**src/sv/csc_pkg.sv**
```systemverilog
// Package of the CRC scrub checker: CRC constants, pass status codes and the
// evaluation struct. It depends on nothing else.
package csc_pkg;

    localparam int unsigned CrcW  = 32;
    localparam int unsigned ByteW = 8;
    localparam int unsigned DiffW = 16;

    localparam logic [CrcW-1:0] CRC_INIT   = 32'hFFFF_FFFF;
    localparam logic [CrcW-1:0] CRC_POLY   = 32'hEDB8_8320;
    localparam logic [CrcW-1:0] CRC_XOROUT = 32'hFFFF_FFFF;

    typedef enum logic [1:0] {
        STATUS_BASELINE = 2'd0,
        STATUS_MATCH    = 2'd1,
        STATUS_MISMATCH = 2'd2
    } status_t;

    typedef struct packed {
        logic [CrcW-1:0]  running_next;
        logic [CrcW-1:0]  crc_final;
        status_t          status;
        logic             fault_next;
        logic [DiffW-1:0] diff_low;
        logic             baseline_take;
    } eval_t;

endpackage

```
**src/sv/csc_pass_eval.sv**
```systemverilog
// Folds one byte into the reflected CRC-32 and evaluates the end of a pass
// against the stored baseline. Depends on csc_pkg.
module csc_pass_eval
(
    input  logic [csc_pkg::CrcW-1:0]  running_crc,
    input  logic [csc_pkg::ByteW-1:0] data_byte,
    input  logic [csc_pkg::CrcW-1:0]  baseline_crc,
    input  logic                      baseline_held,
    input  logic                      fault_flag,
    output csc_pkg::eval_t            eval
);

    logic [csc_pkg::CrcW-1:0] crc_fold;
    logic [csc_pkg::CrcW-1:0] crc_done;
    logic [csc_pkg::CrcW-1:0] crc_diff;

    always_comb
    begin
        crc_fold = running_crc ^ {{(csc_pkg::CrcW-csc_pkg::ByteW){1'b0}}, data_byte};
        for (int k = 0; k < csc_pkg::ByteW; k++)
        begin
            if (crc_fold[0])
            begin
                crc_fold = (crc_fold >> 1) ^ csc_pkg::CRC_POLY;
            end
            else
            begin
                crc_fold = crc_fold >> 1;
            end
        end
    end

    assign crc_done = crc_fold ^ csc_pkg::CRC_XOROUT;
    assign crc_diff = crc_done ^ baseline_crc;

    always_comb
    begin
        eval.running_next  = crc_fold;
        eval.crc_final     = crc_done;
        eval.baseline_take = 1'b0;
        eval.diff_low      = '0;
        eval.fault_next    = fault_flag;
        priority if (!baseline_held)
        begin
            eval.status        = csc_pkg::STATUS_BASELINE;
            eval.baseline_take = 1'b1;
        end
        else if (crc_diff != '0)
        begin
            eval.status     = csc_pkg::STATUS_MISMATCH;
            eval.fault_next = 1'b1;
            eval.diff_low   = crc_diff[csc_pkg::DiffW-1:0];
        end
        else
        begin
            eval.status     = csc_pkg::STATUS_MATCH;
            eval.fault_next = 1'b0;
        end
    end

endmodule

```
**src/sv/crc32_scrub_checker_core.sv**
```systemverilog
// Top level of the CRC scrub checker. Depends on csc_pkg and csc_pass_eval.
//
// The block takes one byte of a memory region per transfer and folds it into
// a reflected CRC-32 (IEEE 802.3). It accepts one transfer every cycle; a byte
// passes an input register and then the result register, and the result of a
// pass is shown on the output from that result register. The rate drops below one
// transfer per cycle only while a finished result is held by out_stall and the
// next item would produce another one. The first completed pass sets the
// baseline; later passes report match or mismatch. An invalidate transfer
// (mode high) drops the baseline and produces no result.
module crc32_scrub_checker_core
(
    input  logic                       clk,
    input  logic                       rst_n,
    input  logic                       in_valid,
    output logic                       in_stall,
    input  logic                       mode,
    input  logic [csc_pkg::ByteW-1:0]  data_byte,
    input  logic                       last_byte,
    output logic                       out_valid,
    input  logic                       out_stall,
    output logic [csc_pkg::CrcW-1:0]   crc_value,
    output logic [1:0]                 pass_status,
    output logic                       fault_active,
    output logic [csc_pkg::DiffW-1:0]  diff_low
);

    logic                       s1_valid_reg;
    logic                       s1_mode_reg;
    logic [csc_pkg::ByteW-1:0]  s1_byte_reg;
    logic                       s1_last_reg;

    logic [csc_pkg::CrcW-1:0]   running_crc_reg;
    logic [csc_pkg::CrcW-1:0]   baseline_crc_reg;
    logic                       baseline_held_reg;
    logic                       fault_flag_reg;

    logic                       out_valid_reg;
    logic [csc_pkg::CrcW-1:0]   crc_value_reg;
    csc_pkg::status_t           pass_status_reg;
    logic                       fault_active_reg;
    logic [csc_pkg::DiffW-1:0]  diff_low_reg;

    csc_pkg::eval_t             eval;
    logic                       s1_result;
    logic                       out_free;
    logic                       s1_fire;
    logic                       in_take;

    csc_pass_eval u_eval
    (
        .running_crc   (running_crc_reg),
        .data_byte     (s1_byte_reg),
        .baseline_crc  (baseline_crc_reg),
        .baseline_held (baseline_held_reg),
        .fault_flag    (fault_flag_reg),
        .eval          (eval)
    );

    assign s1_result = !s1_mode_reg && s1_last_reg;
    assign out_free  = !out_valid_reg || !out_stall;
    assign s1_fire   = s1_valid_reg && (!s1_result || out_free);
    assign in_stall  = s1_valid_reg && !s1_fire;
    assign in_take   = in_valid && !in_stall;

    always_ff @(posedge clk or negedge rst_n)
    begin
        if (!rst_n)
        begin
            s1_valid_reg <= 1'b0;
        end
        else if (in_take)
        begin
            s1_valid_reg <= 1'b1;
        end
        else if (s1_fire)
        begin
            s1_valid_reg <= 1'b0;
        end
    end

    always_ff @(posedge clk)
    begin
        if (in_take)
        begin
            s1_mode_reg <= mode;
            s1_byte_reg <= data_byte;
            s1_last_reg <= last_byte;
        end
    end

    always_ff @(posedge clk or negedge rst_n)
    begin
        if (!rst_n)
        begin
            running_crc_reg   <= csc_pkg::CRC_INIT;
            baseline_crc_reg  <= '0;
            baseline_held_reg <= 1'b0;
            fault_flag_reg    <= 1'b0;
        end
        else if (s1_fire)
        begin
            if (s1_mode_reg)
            begin
                baseline_crc_reg  <= '0;
                baseline_held_reg <= 1'b0;
            end
            else if (!s1_last_reg)
            begin
                running_crc_reg <= eval.running_next;
            end
            else
            begin
                running_crc_reg <= csc_pkg::CRC_INIT;
                fault_flag_reg  <= eval.fault_next;
                if (eval.baseline_take)
                begin
                    baseline_crc_reg  <= eval.crc_final;
                    baseline_held_reg <= 1'b1;
                end
            end
        end
    end

    always_ff @(posedge clk or negedge rst_n)
    begin
        if (!rst_n)
        begin
            out_valid_reg <= 1'b0;
        end
        else if (s1_fire && s1_result)
        begin
            out_valid_reg <= 1'b1;
        end
        else if (!out_stall)
        begin
            out_valid_reg <= 1'b0;
        end
    end

    always_ff @(posedge clk)
    begin
        if (s1_fire && s1_result)
        begin
            crc_value_reg    <= eval.crc_final;
            pass_status_reg  <= eval.status;
            fault_active_reg <= eval.fault_next;
            diff_low_reg     <= eval.diff_low;
        end
    end

    assign out_valid    = out_valid_reg;
    assign crc_value    = crc_value_reg;
    assign pass_status  = pass_status_reg;
    assign fault_active = fault_active_reg;
    assign diff_low     = diff_low_reg;

endmodule

```
**config.mk**
```make
export PLATFORM = sky130hd
export DESIGN_NAME = crc32_scrub_checker_core
export DESIGN_NICKNAME = d
export VERILOG_FILES = /design/src/sv/csc_pkg.sv /design/src/sv/csc_pass_eval.sv /design/src/sv/crc32_scrub_checker_core.sv
export SDC_FILE = /design/constraint.sdc
export NUM_CORES = 1
export LEC_CHECK = 0
export ABC_CLOCK_PERIOD_IN_PS = 4900
export BUFFER_PORTS_ARGS = -buffer_cell sky130_fd_sc_hd__buf_4
export CELL_PAD_IN_SITES_DETAIL_PLACEMENT = 1
export CELL_PAD_IN_SITES_GLOBAL_PLACEMENT = 1
export CORE_MARGIN = 4
export CORE_UTILIZATION = 48
export CTS_CLUSTER_SIZE = 14
export DETAILED_ROUTE_END_ITERATION = 10
export PLACE_DENSITY_LB_ADDON = 0.3
export SYNTH_ARGS = -nofsm -noshare
export SYNTH_HDL_FRONTEND = slang
export SYNTH_SLANG_ARGS = --single-unit
export TNS_END_PERCENT = 10
```
**constraint.sdc**
```tcl
create_clock -name clk -period 4.9 [get_ports clk]
set_input_delay 0.98 -clock clk [delete_from_list [all_inputs] [get_ports clk]]
set_output_delay 0.98 -clock clk [all_outputs]
set_load 0.05 [all_outputs]
```
Word level (Yosys, flattened, before mapping)
Cells that the tools add are included.

word-level totals
  flip-flop bits (word level) = 129
  input port bits = 14
  logic and storage cells = 69

cells by class
  equality and inequality tests = 2
  muxes and demuxes = 21
  bitwise gates (word level) = 12
  reductions and logical operators = 21

operators with widths
  kind                                                   count
  two-way mux 32 bit                                     12
  inverter 13 -> 14 bit                                  8
  inverter 32 bit                                        1
  nonzero test 32 bit                                    1
  XOR 32 bit                                             1
  XOR 32 x 8 -> 32 bit                                   1
  two-way mux 17 bit                                     1
  two-way mux 16 bit                                     1
  zero test 1 bit                                        6
  two-way mux 1 bit                                      6
  AND reduction 2 bit                                    3
  AND reduction 3 bit                                    2
  logical AND 1 bit                                      5
  nonzero test 2 bit                                     2
  two-way mux 3 bit                                      1
  logical OR 1 bit                                       2
  inequality test 2 x 1 -> 1 bit, second input constant  1
  inequality test 2 bit, second input constant           1
  inverter 1 bit                                         1

Longest topological paths before layout
Gate-level depths: netlist of the first run.

  word-level depth = 22
  depth in mapped cells = 8

Hierarchy
Synthesis of the first run repeated with hierarchy kept, for this count alone.

second synthesis, totals
  cells, all modules = 593
  area, all modules = 7,136.8 sq um

by module, submodules not included
  module                    times used  cells an instance  area each (sq um)  sequential area each (sq um)
  crc32_scrub_checker_core  1           392                5,144.9            3,573.4
  csc_pass_eval             1           201                1,991.9            0.0

Worst setup path after synthesis of the first run
No wires, ideal clock.

  path kind = input to register
  start point = input out_stall
  end point = register fault_flag_reg
  arrival = 3,805 ps
  data required time = 4,772 ps
  path slack = 967 ps
  stages = 6
  path buffers = 0
  path through = nand2_1 > nand2_1 > nor2_1 > nand2_1 > nor4_1 > a21oi_1

between the ends
  word-level cells in the longest chain between the ends = 5

ends and longest elaborated chain
  item                                  RTL line                         RTL
  start: declaration                    crc32_scrub_checker_core.sv:21   input logic out_stall,
  zero test 1 bit                       -
  logical OR 1 bit                      crc32_scrub_checker_core.sv:61   assign out_free = !out_valid_reg || !out_stall;
  logical OR 1 bit                      crc32_scrub_checker_core.sv:62   assign s1_fire = s1_valid_reg && (!s1_result || out_free);
  logical AND 1 bit                     crc32_scrub_checker_core.sv:62
  AND reduction 3 bit (no source line)  -
  end signal: assignment                crc32_scrub_checker_core.sv:115  fault_flag_reg <= eval.fault_next;
  end: declaration                      crc32_scrub_checker_core.sv:36   logic fault_flag_reg;

Every way passes these cells.
A chain may end at the register's enable or synchronous reset.

==> results.toml, run 1 <==
[sta]
maxSlewHeadroom_pct = 24.5
clock-skew-final_ns = 0.00655
timing.fmax_ghz = 0.297
setup_viol = 0
drv_slew = 0
setup_tns_ns = 0
layout_min_cycle_time_ns = 3.37
tightest_slew_ns = 1.13
hold_viol_final = 0
rsz0062_at_grt = "false"
post-route-period-util_pct = 68.7

[synthesis]
synth_nets = 441
yosysSeqAreaShare_pct = 60.5
synth_top_area_cell = "edfxtp_1"
synth_area_um2 = 5910
netlist.area_leader.share_pct = 31.0
yosys-top-cells-area = "edfxtp_1 (31%), dfrtp_1 (15%), dfstp_2 (14%), xnor2_1 (8.3%), xnor3_1 (6.5%)"
netlist_instances = 427
synth_cell_types = 37
ys_ff_latch = 129
syn_area_per_cell_um2 = 13.8
synth_warnings = 0

[worst_setup_path]
cp.required_ns = 5.06
max_stage_delay_ns = 0.69
critPathMaxFanout = 10
end_kind = "flip-flop"
crit_slowest_cell = "xnor2_2"
start_kind = "flip-flop"
critPathMostFrequentCell = "xnor2_1"
worst-setup-path-type = "flip-flop to flip-flop"
crit_chain = "xnor2_2 > xnor3_1 > xnor2_1 > xnor2_1 > nand4_1 > nor4_1 > a21oi_1"
r2r_cells = 7
rrSetupSlack_ns = 1.53
cp.arrival_ns = 3.52

[die]
start_util_pct = 49.2
dieArea_um2 = 14200
rows = 40
fp.dieH_um = 119
die_x_um = 119
io_pins = 67
core_um2 = 12000

[clocking]
post_cts_resized = 0
clock_latency_ns = 0.42
cts_setup_buffers = 0
root_buffer = "clkbuf_16"
ctsHoldBuffers = 0
cts_made_buffers = 17
clock_sinks = 129
tritoncts = "built"
htree_levels = 4
clkTransAtPathRegs_ns = 0.06
clk_path_buf_depth = 2

[route]
vias = 3703
drt_iter0_drc = 259
first_pass_iters = 4
via_per_inst = 5.59
drc = 0
wl_per_cell_um = 23.6
ant_nets = 0
totalWireLength_mm = 15.6

[grt]
overflow = 0
grt.total_usage_pct = 23.7
grt_pass1_wl_mm = 24.9
antenna_found_initial = 0
first_global_vias = 4136
grt_start_max_net_pins = 69

[outcome]
outcome = "complete, no violations"

[final_layout]
final_cell_mix = "buf_4 (71), edfxtp_1 (61), xnor2_1 (56)"
drive_gt1_share_pct = 28.3
antenna_cells = 0
fin_nets = 517
final_common_cell = "buf_4"
area_delta_synth_final_pct = 21.3

[hold_path]
hold_path.class = "flip-flop to flip-flop"
hold_path_depth = 2

[place]
place_congestion = 0.844
dp_hpwl_mm = 10.2
portBuffers = 66

[run]
max-cap-violations = 0
[cells in the mapped netlist]
cell type and instances:
a32o_1 1, and4_1 1, dfstp_2 32, or3_1 3, xnor2_2 6, o31ai_1 1
xor3_1 2, inv_2 1, xnor2_4 2, nand4_1 2, o21ai_0 4, nand2_1 9
or4_1 1, xor2_1 24, a21oi_1 38, nor2b_1 2, or2_2 1, xor2_2 1
buf_2 1, edfxtp_1 61, a31oi_1 2, mux2i_1 2, nor2_1 47, nor3_1 6
inv_1 1, nand2b_1 4, nand3_1 4, xnor2_1 56, o21ai_1 1, a2111oi_2 1
dfrtp_1 36, clkinv_1 1, clkbuf_1 13, a22o_1 28, and2_1 12, nor4_1 3
xnor3_1 17
[logic make-up (layout without fill, tap and decap cells)]
| group | count (synthesis) | after routing | synth area share, % |
|---|---|---|---|
| mux | 2 | 2 | 0.339 |
| simple gates | 95 | 95 | 7.54 |
| flops | 129 | 129 | 60.5 |
| compound gates | 76 | 76 | 8.55 |
| xor+xnor | 108 | 108 | 22.0 |
| buf+inv | 17 | 106 | 1.10 |
[layout make-up]
| type | count | area, um^2 |
|---|---|---|
| timing repair buffer | 71 | 533 |
| clock inverter | 6 | 80.1 |
| multi-input combinational | 281 | 2300 |
| sequential | 129 | 3570 |
| clock buffer | 26 | 489 |
| inverter | 3 | 11.3 |
| fill | 1208 | 4840 |
| tap | 147 | 184 |
[layer usage]
| layer | vias to the layer above | track usage (%) | wire length [um] |
|---|---|---|---|
| met5 | - | 0 | 0 |
| li1 | 1664 | - | - |
| met3 | 21 | 6.46 | 908 |
| met4 | 0 | 8.54 | 318 |
| met2 | 111 | 38.3 | 7990 |
| met1 | 1907 | 30.8 | 6400 |
[worst paths after layout]
check                                    start              endpoint
hold reg to reg            running_crc_reg[24]   running_crc_reg[24]
setup reg to reg                s1_byte_reg[3]          fault_active
hold / removal             running_crc_reg[24]   running_crc_reg[24]
min in group asynchronous                rst_n             out_valid
setup / recovery                s1_byte_reg[3]          fault_active
max in group asynchronous                rst_n  baseline_crc_reg[19]
[through the flow]
stage	instance area [um^2]	utilization (%)	setup WS [ns]	instances	hold WS (ns)
after detailed placement	6600	55.0	1.65	631	0.502
after floorplan	5910	-	0.967	427	0.464
after global routing	7170	59.7	1.32	663	0.535
after CTS	7170	59.7	1.53	663	0.507
final	7170	59.7	1.53	663	0.506
after global placement	6600	55.0	1.79	631	0.484
[worst max-delay path, delay by kind of cell, from the launching register on]
kind / cells / cell delay, ns
DFF: 1 / 0.43
xor gates and xnor gates: 4 / 1.92
AOI/OAI and AO/OA: 1 / 0.13
and+or+nand+nor: 2 / 0.62
Power of run 1 is left out: the tool's default activity adds up to more than one toggle a clock period on the data nets, which glitch-free logic cannot reach.
==> run 2, diff against run 1 <==
--- a/config.mk
+++ b/config.mk
@@ -5,12 +5,12 @@
 export SDC_FILE = /design/constraint.sdc
 export NUM_CORES = 1
 export LEC_CHECK = 0
-export ABC_CLOCK_PERIOD_IN_PS = 4900
+export ABC_CLOCK_PERIOD_IN_PS = 2930
 export BUFFER_PORTS_ARGS = -buffer_cell sky130_fd_sc_hd__buf_4
 export CELL_PAD_IN_SITES_DETAIL_PLACEMENT = 1
 export CELL_PAD_IN_SITES_GLOBAL_PLACEMENT = 1
 export CORE_MARGIN = 4
-export CORE_UTILIZATION = 48
+export CORE_UTILIZATION = 43
 export CTS_CLUSTER_SIZE = 14
 export DETAILED_ROUTE_END_ITERATION = 10
 export PLACE_DENSITY_LB_ADDON = 0.3
==> constraint.sdc (replaced) <==
create_clock -name clk -period 2.93 [get_ports clk]
set_input_delay 0.586 -clock clk [delete_from_list [all_inputs] [get_ports clk]]
set_output_delay 0.586 -clock clk [all_outputs]
set_load 0.05 [all_outputs]
==> run 2 against run 1 <==
Non-clock buffer count grew 39. Fmax grew 20%. Utilization shrank 2.2 points. Setup slack lost 1.4 ns. Routed wire length grew 1.0%. Cell count grew 10%. Clock skew grew 0.0038 ns. Largest cell class unchanged. Highest routed layer unchanged.
==> results.toml, run 2 (synthesis results as in run 1) <==
[final_layout]
area_delta_synth_final_pct = 29.8
drive_gt1_share_pct = 35.5
fillers = 1307
final_cell_mix = "buf_4 (108), edfxtp_1 (61), xnor2_1 (53)"
ff_latch_area_um2 = 3570
antenna_cells = 0
multi_input_area_um2 = 2390
fin_nets = 556
final_common_cell = "buf_4"
stdcell_area_um2 = 7670

[sta]
worst_slack_ns = 0.124
clock-skew-final_ns = 0.0104
layout_min_cycle_time_ns = 2.81
post-route-period-util_pct = 95.8
maxSlewHeadroom_pct = 40.6
hold_viol_final = 0
timing.fmax_ghz = 0.356
drv_slew = 0
setup_tns_ns = 0
setup_viol = 0
tightest_slew_ns = 0.891

[clocking]
clkTransAtPathRegs_ns = 0.06
clk_path_buf_depth = 2
ctsHoldBuffers = 0
cts_made_buffers = 17
clock_sinks = 129
root_buffer = "clkbuf_16"
tritoncts = "built"
htree_levels = 4
clock_latency_ns = 0.43

[worst_setup_path]
crit_slowest_cell = "dfstp_2"
reg2reg_to = "fault_active"
start_kind = "flip-flop"
cp.arrival_ns = 2.97
critPathTopFamily = "XOR/XNOR gates"
critPathMaxFanout = 5
r2r_cells = 7
crit_buf_inv = 0
rr_startpoint = "running_crc_reg[1]"
max_stage_delay_ns = 0.60
cp.required_ns = 3.09
worst-setup-path-type = "flip-flop to flip-flop"
rrSetupSlack_ns = 0.12
cp.depth = 7
end_kind = "flip-flop"
crit_chain = "xnor2_4 > xnor3_2 > or3_1 > a32o_1 > a2111oi_2 > and4_1 > a21oi_1"

[run]
max-cap-violations = 0

[hold_path]
hold_path.class = "input pin to async pin"

[route]
vias = 3819
via_per_inst = 5.22
wl_per_cell_um = 21.6
drc = 0
first_pass_iters = 4
totalWireLength_mm = 15.8
drt_iter0_drc = 156
ant_nets = 0

[die]
fp.dieH_um = 125
rows = 42
core_um2 = 13300
die_x_um = 125
io_pins = 67
dieArea_um2 = 15700
start_util_pct = 44.3

[place]
postPlaceCellArea_um2 = 6880
preCtsSetupSlack_ns = -0.0870
portBuffers = 66
place_congestion = 0.893
dp_hpwl_mm = 10.6

[grt]
grt.total_usage_pct = 20.8
overflow = 0
first_global_vias = 4073
antenna_found_initial = 0
grt_pass1_wl_mm = 24.5
grt_start_max_net_pins = 69

[outcome]
outcome = "complete, no violations"
-- run 2: what timing repair did --
action                     CTS  global route
pin swaps                    1             2
cloned                       0             0
gates resized for setup      5             6
buffers inserted             3             5
setup endpoints to repair    3             3
-- run 2: worst max path at each step --
stage / startpoint / endpoint / slack (ns)
after floorplan: out_valid / fault_flag_reg / 0.21
after global placement: s1_byte_reg[3] / fault_active / -0.02
after detailed placement: s1_byte_reg[7] / fault_active / -0.09
after CTS: s1_byte_reg[7] / fault_active / 0.008
after global routing: s1_byte_reg[3] / fault_active / -0.04
final: running_crc_reg[1] / fault_active / 0.12
-- run 2: area by class of cell --
class | count | area share [%]
flip-flops and latches | 129 | 46.6
multi-input cells | 281 | 31.1
repair buffers | 110 | 11.1
clock buffers | 18 | 5.73
well taps | 176 | 2.87
clock inverters | 14 | 2.46
inverters | 3 | 0.147
-- run 2: metrics by stage --
step	hold WS, ns	cells	util [%]
floorplan	0.290	427	-
global placement	0.486	691	51.5
detailed placement	0.499	691	51.5
CTS	0.308	726	56.7
global route	0.317	731	57.5
finish	0.281	731	57.5
-- run 2: routing by layer --
metal	vias to the layer above	routed length, um	track usage [%]
met4	0	206	6.44
met1	1980	6870	27.6
met2	75	8100	34.3
met5	-	0	0
li1	1749	-	-
met3	15	610	4.86
Power of run 2 is left out for the same reason.
